[src/hdl/yuvrgb_pkg.sv]
// Package for the YUY2 macropixel to RGB converter.
// Holds the item structs, register map codes and register reset values.
// No dependencies.
`default_nettype none

package yuvrgb_pkg;

  // One input item: a YUY2 macropixel, byte 0 first
  typedef struct packed {
    logic [7:0] luma_first;
    logic [7:0] chroma_u;
    logic [7:0] luma_second;
    logic [7:0] chroma_v;
  } in_item_t;

  // One result item: two RGB pixels
  typedef struct packed {
    logic [7:0] blue_first;
    logic [7:0] green_first;
    logic [7:0] red_first;
    logic [7:0] blue_second;
    logic [7:0] green_second;
    logic [7:0] red_second;
  } out_item_t;

  // Register map, one 32-bit word per register
  localparam int unsigned CfgAddrWidth = 5;
  localparam int unsigned CfgIdxWidth  = 3;

  typedef enum logic [CfgIdxWidth-1:0] {
    RegLumaOffset   = 3'd0,
    RegChromaOffset = 3'd1,
    RegLumaGain     = 3'd2,
    RegBlueUGain    = 3'd3,
    RegGreenUGain   = 3'd4,
    RegGreenVGain   = 3'd5,
    RegRedVGain     = 3'd6
  } cfg_reg_e;

  // Reset values (BT.601 studio range, gains scaled by 64)
  localparam logic [7:0]  LumaOffsetRst   = 8'd16;
  localparam logic [7:0]  ChromaOffsetRst = 8'd128;
  localparam logic [15:0] LumaGainRst     = 16'd74;
  localparam logic [15:0] BlueUGainRst    = 16'd129;
  localparam logic [15:0] GreenUGainRst   = 16'd25;
  localparam logic [15:0] GreenVGainRst   = 16'd52;
  localparam logic [15:0] RedVGainRst     = 16'd102;

endpackage

`default_nettype wire

[src/hdl/yuv422_macropixel_to_rgb.sv]
// YUY2 macropixel to two RGB pixels, 16-bit fixed-point datapath.
// Depends on yuvrgb_pkg (item structs, register map, reset values).
// Three register stages: input, products, result.
`default_nettype none

// Usage: one macropixel is taken at each clock edge where start is high;
// busy is always low, so a new item may enter every cycle. The result for
// an item appears on result_o with result_strobe_o high for exactly one
// cycle, after it has passed the input register, the product register of
// the six 16x16 multipliers and the result register. The receiver
// cannot hold results off: it must take each one in its strobe cycle.
// Write the configuration registers over APB only while no item is in
// flight; a write lands at the edge where psel, penable, pwrite and
// pready are high, pready being always high.
module yuv422_macropixel_to_rgb #(
  parameter int unsigned SCALE_SHIFT = 6
) (
  input  wire                                   clk_i,
  input  wire                                   rst_ni,
  // item channel
  input  wire                                   start,
  output logic                                  busy,
  input  yuvrgb_pkg::in_item_t                  in_item_i,
  output logic                                  result_strobe_o,
  output yuvrgb_pkg::out_item_t                 result_o,
  // APB configuration port
  input  wire                                   psel,
  input  wire                                   penable,
  input  wire                                   pwrite,
  input  wire [yuvrgb_pkg::CfgAddrWidth-1:0]    paddr,
  input  wire [31:0]                            pwdata,
  output logic [31:0]                           prdata,
  output logic                                  pready
);

  // ---------------------------------------------------------------
  // Arithmetic helpers
  // ---------------------------------------------------------------

  // Offset removal: 9-bit signed difference, never overflows
  function automatic logic signed [8:0] sub_off(input logic [7:0] x, input logic [7:0] off);
    sub_off = $signed({1'b0, x}) - $signed({1'b0, off});
  endfunction

  // Low 16 bits of signed product, read as signed
  function automatic logic signed [15:0] mul_lo16(input logic signed [8:0] a,
                                                  input logic [15:0] g);
    logic signed [15:0] a16;
    logic signed [31:0] p;
    a16 = {{7{a[8]}}, a};
    p = a16 * $signed(g);
    mul_lo16 = p[15:0];
  endfunction

  // Saturating 16-bit add or subtract
  function automatic logic signed [15:0] addsub_sat16(input logic signed [15:0] a,
                                                      input logic signed [15:0] b,
                                                      input logic sub);
    logic signed [16:0] s;
    s = sub ? ({a[15], a} - {b[15], b}) : ({a[15], a} + {b[15], b});
    if (s[16] != s[15]) begin
      addsub_sat16 = s[16] ? 16'sh8000 : 16'sh7fff;
    end else begin
      addsub_sat16 = s[15:0];
    end
  endfunction

  // Arithmetic shift by the scale, then clamp to 0..255
  function automatic logic [7:0] shift_clamp(input logic signed [15:0] v);
    logic signed [15:0] sh;
    sh = v >>> SCALE_SHIFT;
    if (sh[15]) begin
      shift_clamp = 8'd0;
    end else if (sh[14:8] != '0) begin
      shift_clamp = 8'hff;
    end else begin
      shift_clamp = sh[7:0];
    end
  endfunction

  // ---------------------------------------------------------------
  // Configuration registers
  // ---------------------------------------------------------------
  logic [7:0]  luma_off_q, chroma_off_q;
  logic [15:0] luma_gain_q, blue_u_gain_q, green_u_gain_q, green_v_gain_q, red_v_gain_q;
  logic        cfg_wr;
  yuvrgb_pkg::cfg_reg_e cfg_idx;

  assign pready  = 1'b1;
  assign cfg_wr  = psel && penable && pwrite && pready;
  assign cfg_idx = yuvrgb_pkg::cfg_reg_e'(paddr[yuvrgb_pkg::CfgAddrWidth-1:2]);

  always_ff @(posedge clk_i or negedge rst_ni) begin
    if (!rst_ni) begin
      luma_off_q     <= yuvrgb_pkg::LumaOffsetRst;
      chroma_off_q   <= yuvrgb_pkg::ChromaOffsetRst;
      luma_gain_q    <= yuvrgb_pkg::LumaGainRst;
      blue_u_gain_q  <= yuvrgb_pkg::BlueUGainRst;
      green_u_gain_q <= yuvrgb_pkg::GreenUGainRst;
      green_v_gain_q <= yuvrgb_pkg::GreenVGainRst;
      red_v_gain_q   <= yuvrgb_pkg::RedVGainRst;
    end else if (cfg_wr) begin
      unique case (cfg_idx)
        yuvrgb_pkg::RegLumaOffset:   luma_off_q     <= pwdata[7:0];
        yuvrgb_pkg::RegChromaOffset: chroma_off_q   <= pwdata[7:0];
        yuvrgb_pkg::RegLumaGain:     luma_gain_q    <= pwdata[15:0];
        yuvrgb_pkg::RegBlueUGain:    blue_u_gain_q  <= pwdata[15:0];
        yuvrgb_pkg::RegGreenUGain:   green_u_gain_q <= pwdata[15:0];
        yuvrgb_pkg::RegGreenVGain:   green_v_gain_q <= pwdata[15:0];
        yuvrgb_pkg::RegRedVGain:     red_v_gain_q   <= pwdata[15:0];
        default: ;  // unmapped address, write dropped
      endcase
    end
  end

  // Read mux
  always_comb begin
    unique case (cfg_idx)
      yuvrgb_pkg::RegLumaOffset:   prdata = {24'd0, luma_off_q};
      yuvrgb_pkg::RegChromaOffset: prdata = {24'd0, chroma_off_q};
      yuvrgb_pkg::RegLumaGain:     prdata = {16'd0, luma_gain_q};
      yuvrgb_pkg::RegBlueUGain:    prdata = {16'd0, blue_u_gain_q};
      yuvrgb_pkg::RegGreenUGain:   prdata = {16'd0, green_u_gain_q};
      yuvrgb_pkg::RegGreenVGain:   prdata = {16'd0, green_v_gain_q};
      yuvrgb_pkg::RegRedVGain:     prdata = {16'd0, red_v_gain_q};
      default:                     prdata = 32'd0;
    endcase
  end

  // ---------------------------------------------------------------
  // Stage 0: input register
  // ---------------------------------------------------------------
  logic                 in_vld_q;
  yuvrgb_pkg::in_item_t in_q;

  assign busy = 1'b0;  // every cycle takes an item

  always_ff @(posedge clk_i or negedge rst_ni) begin
    if (!rst_ni) begin
      in_vld_q <= 1'b0;
    end else begin
      in_vld_q <= start && !busy;
    end
  end

  always_ff @(posedge clk_i) begin
    if (start && !busy) begin
      in_q <= in_item_i;
    end
  end

  // ---------------------------------------------------------------
  // Stage 1: offset removal and the six products
  // ---------------------------------------------------------------
  logic signed [8:0]  y0_off, y1_off, u_off, v_off;
  logic               prod_vld_q;
  logic signed [15:0] y0_d, y1_d, bu_d, gu_d, gv_d, rv_d;
  logic signed [15:0] y0_q, y1_q, bu_q, gu_q, gv_q, rv_q;

  always_comb begin
    y0_off = sub_off(in_q.luma_first, luma_off_q);
    y1_off = sub_off(in_q.luma_second, luma_off_q);
    u_off  = sub_off(in_q.chroma_u, chroma_off_q);
    v_off  = sub_off(in_q.chroma_v, chroma_off_q);
    y0_d   = mul_lo16(y0_off, luma_gain_q);
    y1_d   = mul_lo16(y1_off, luma_gain_q);
    bu_d   = mul_lo16(u_off, blue_u_gain_q);
    gu_d   = mul_lo16(u_off, green_u_gain_q);
    gv_d   = mul_lo16(v_off, green_v_gain_q);
    rv_d   = mul_lo16(v_off, red_v_gain_q);
  end

  always_ff @(posedge clk_i or negedge rst_ni) begin
    if (!rst_ni) begin
      prod_vld_q <= 1'b0;
    end else begin
      prod_vld_q <= in_vld_q;
    end
  end

  always_ff @(posedge clk_i) begin
    if (in_vld_q) begin
      y0_q <= y0_d;
      y1_q <= y1_d;
      bu_q <= bu_d;
      gu_q <= gu_d;
      gv_q <= gv_d;
      rv_q <= rv_d;
    end
  end

  // ---------------------------------------------------------------
  // Stage 2: saturating sums, scale and clamp into the result register
  // ---------------------------------------------------------------
  logic signed [15:0]    guv;
  yuvrgb_pkg::out_item_t res_d, res_q;
  logic                  res_vld_q;

  always_comb begin
    guv = addsub_sat16(gu_q, gv_q, 1'b0);
    res_d.blue_first   = shift_clamp(addsub_sat16(y0_q, bu_q, 1'b0));
    res_d.green_first  = shift_clamp(addsub_sat16(y0_q, guv, 1'b1));
    res_d.red_first    = shift_clamp(addsub_sat16(y0_q, rv_q, 1'b0));
    res_d.blue_second  = shift_clamp(addsub_sat16(y1_q, bu_q, 1'b0));
    res_d.green_second = shift_clamp(addsub_sat16(y1_q, guv, 1'b1));
    res_d.red_second   = shift_clamp(addsub_sat16(y1_q, rv_q, 1'b0));
  end

  always_ff @(posedge clk_i or negedge rst_ni) begin
    if (!rst_ni) begin
      res_vld_q <= 1'b0;
    end else begin
      res_vld_q <= prod_vld_q;
    end
  end

  always_ff @(posedge clk_i) begin
    if (prod_vld_q) begin
      res_q <= res_d;
    end
  end

  assign result_strobe_o = res_vld_q;
  assign result_o        = res_q;

endmodule

`default_nettype wire

[config.mk]
export PLATFORM = sky130hd
export DESIGN_NAME = yuv422_macropixel_to_rgb
export DESIGN_NICKNAME = d
export VERILOG_FILES = /design/src/hdl/yuvrgb_pkg.sv /design/src/hdl/yuv422_macropixel_to_rgb.sv
export SDC_FILE = /design/constraint.sdc
export NUM_CORES = 2
export LEC_CHECK = 0
export ABC_AREA = 1
export ABC_CLOCK_PERIOD_IN_PS = 16600
export BUFFER_PORTS_ARGS = -buffer_cell sky130_fd_sc_hd__buf_2
export CORE_MARGIN = 3
export CORE_UTILIZATION = 66
export CTS_BUF_LIST = sky130_fd_sc_hd__clkbuf_16
export CTS_CLUSTER_DIAMETER = 30
export DETAILED_ROUTE_END_ITERATION = 12
export PLACE_DENSITY_LB_ADDON = 0.2
export SYNTH_ARGS = -nofsm -noshare
export SYNTH_HDL_FRONTEND = slang
export SYNTH_SLANG_ARGS = --single-unit
[constraint.sdc]
create_clock -name clk_i -period 16.6 [get_ports clk_i]
set_input_delay 3.32 -clock clk_i [delete_from_list [all_inputs] [get_ports clk_i]]
set_output_delay 3.32 -clock clk_i [all_outputs]
set_load 0.03 [all_outputs]
==> metrics <==
Num CTS Buffers 59; initial core utilization 67.7%; most common cell after layout, fill and taps aside inv_1; Layout Nets 4908; I/O pin cnt 158; RSZ-0062 raised after global routing false; GR Util met1 45.5%; first-pass GRT wire length 142000 um; gr usage total 34.1%; drt total wl 87700 um; DP HPWL 69800 um; clock-pin slew on the worst setup and hold paths 0.05 ns; FFs w/ async S/R, synth 36.0%; Final TNS setup 0 ns; WP data arrival 5.24 ns; CTS sink count 275; DRC errors left 0; area delta synth->final 9.81%; core footprint 0.0496 sq mm; die footprint 0.0536 sq mm; crit-path max FO 17; Post-synth EDFFs 176; M2 GR Usage 54.1%; Most Crowded Layer GR met2; Worst Hold Class flop to flop; required time of the critical path 13.28 ns; GP Congestion 0.965; Fin. Hold Viols 0; htree depth 2; Post-Place Setup Slack 8.19 ns; 1st-pass router iterations 6; DR vias 26700; Final period util 51.6%; Worst Tran Pin Value 1.08 ns; post-layout worst setup margin 8.04 ns; initial antenna violation count 3; Post-CTS Setup Inserts 0; CP peak stage delay 0.59 ns; final setup vio count 0; clk_skew 0.0120 ns; Syn Area/Cell 8.48 sq um; Mapped Area 0.0336 sq mm; Worst setup EP type output pin; layout cell share with drive strength beyond 1 7.72%; grt ovf 0; critical path class input pin to output pin; CTS root buf clkbuf_16; Hold-fix buffers, CTS 0; Max Freq 117 MHz; status finished clean; Via density 5.58; WL/cell 18.4 um; most frequent cells in the layout inv_1 (775), nand2_1 (744), nor2_1 (470); CTS tree yes; CTS Buffer Depth 3; Synth Warn # 0; Most common cell on crit path buf_2; antenna viol nets, final 0; synthesis-stage register bit count 275; Final min period 8.56 ns; sequential area share after synthesis 23.2%; drt first-iter violations 2309; max-cap check violation count 0; Netlist cell types 57; worst path cell trace buf_2 -> nand3_1 -> o22ai_1 -> a221oi_1 -> o21ai_0 -> buf_2; n_diodes 0; clock latency at the later pin of the worst-skew pair 0.61 ns; Slew Limit Fails 0; slowest cell on the critical path nand3_1; largest net degree at the start of global routing 63; met3 Usage GRT 6.61%; Die Width 231 um; FP Rows 81; port bufs 121; crit path launch type input pin; Syn Inst Count 3955; relative slew slack 27.6%; post-CTS resize count 0; number of global-route vias before repair 27000; ys flop type edfxtp_1; Min Hold Slack 0.502 ns; die height 231 um
-- kinds of logic after synthesis --
logic type	share of synthesized area (%)
compound gates	7.66
simple gates	16.8
flops	23.2
other cells	0.0224
fa+ha+maj	37.8
xor+xnor	4.33
buf+inv	10.2
-- flip-flops by register name, summed over array words and instances, names as in the netlist --
name             count
blue_u_gain_q       16
bu_q                16
chroma_off_q         8
green_u_gain_q      16
green_v_gain_q      16
gu_q                16
gv_q                16
in_q                32
in_vld_q             1
luma_gain_q         16
luma_off_q           8
prod_vld_q           1
red_v_gain_q        16
result_o            48
result_strobe_o      1
rv_q                16
y0_q                16
y1_q                16
-- critical path, delay by kind of cell --
| kind | cells | cell delay (ns) |
|---|---|---|
| and+or+nand+nor | 1 | 0.59 |
| buffers and inverters | 2 | 0.39 |
| AOI/OAI and AO/OA | 3 | 0.94 |
-- cell usage after synthesis, types with 3 or more instances --
master     number  area [sq um]
inv_1         770          2890
nand2_1       744          2790
nor2_1        470          1760
fa_1          413          8270
ha_1          353          4420
o21ai_0       181           906
edfxtp_1      176          5290
a21oi_1       166           831
xor2_1        105           920
nand3_1        93           465
clkbuf_1       82           308
dfrtp_1        82          2050
xnor2_1        57           499
nor3_1         27           135
o22ai_1        20           125
buf_4          19           143
dfstp_2        17           447
or2_2          16           100
o21bai_1       15           113
a211oi_1       14           105
nand3b_1       14           105
nand2_2        12          75.1
a221oi_1        8          70.1
buf_1           7          26.3
o2111ai_1       7          61.3
clkinv_1        6          22.5
nand4_1         6          37.5
o211ai_1        6          45.0
a31oi_1         5          31.3
o21a_1          5          37.5
a21o_1          4          30.0
a22oi_1         4          30.0
and2_1          4          25.0
nor4_1          4          25.0
o21ai_1         4          20.0
o221ai_1        4          35.0
buf_2           3          15.0
inv_2           3          11.3
nand3_2         3          30.0
nor2_2          3          18.8
-- layout make-up --
class	instances	area, sq um
clock inverters	50	556
repair buffers	147	803
inverters	779	2920
clock buffers	61	1530
flip-flops and latches	275	7790
multi-input cells	2805	22400
well taps	664	831
fillers	3705	12700
-- final timing paths --
| path | cells after the start | slack (ns) | to | startpoint |
|---|---|---|---|---|
| worst max-delay path | 6 | 8.04 | prdata[9] | paddr[4] |
| worst min-delay path | 2 | 0.50 | chroma_off_q[7] | chroma_off_q[7] |
| worst max register to register | 35 | 8.76 | gu_q[15] | chroma_off_q[0] |
| worst min register to register | 2 | 0.50 | chroma_off_q[7] | chroma_off_q[7] |
| max in group asynchronous | 2 | 12.63 | luma_off_q[2] | rst_ni |
| min in group asynchronous | 1 | 2.73 | prod_vld_q | rst_ni |
-- stage by stage --
step / cells / utilization (%) / cell area [sq um]
2_1_floorplan: 3971 / - / 33600
3_3_place_gp: 4670 / 70.1 / 34800
3_5_place_dp: 4670 / 70.1 / 34800
4_1_cts: 4781 / 74.3 / 36800
5_1_grt: 4781 / 74.3 / 36800
6_report: 4781 / 74.3 / 36800
-- layer usage --
| layer | up-vias | routed length [um] |
|---|---|---|
| met3 | 281 | 8320 |
| met5 | - | 0 |
| li1 | 12600 | - |
| met1 | 12500 | 34900 |
| met2 | 1309 | 39700 |
| met4 | 0 | 4730 |
Power is not shown: default switching activity piles up to over one toggle a cycle in this logic, so the estimate is an artifact.
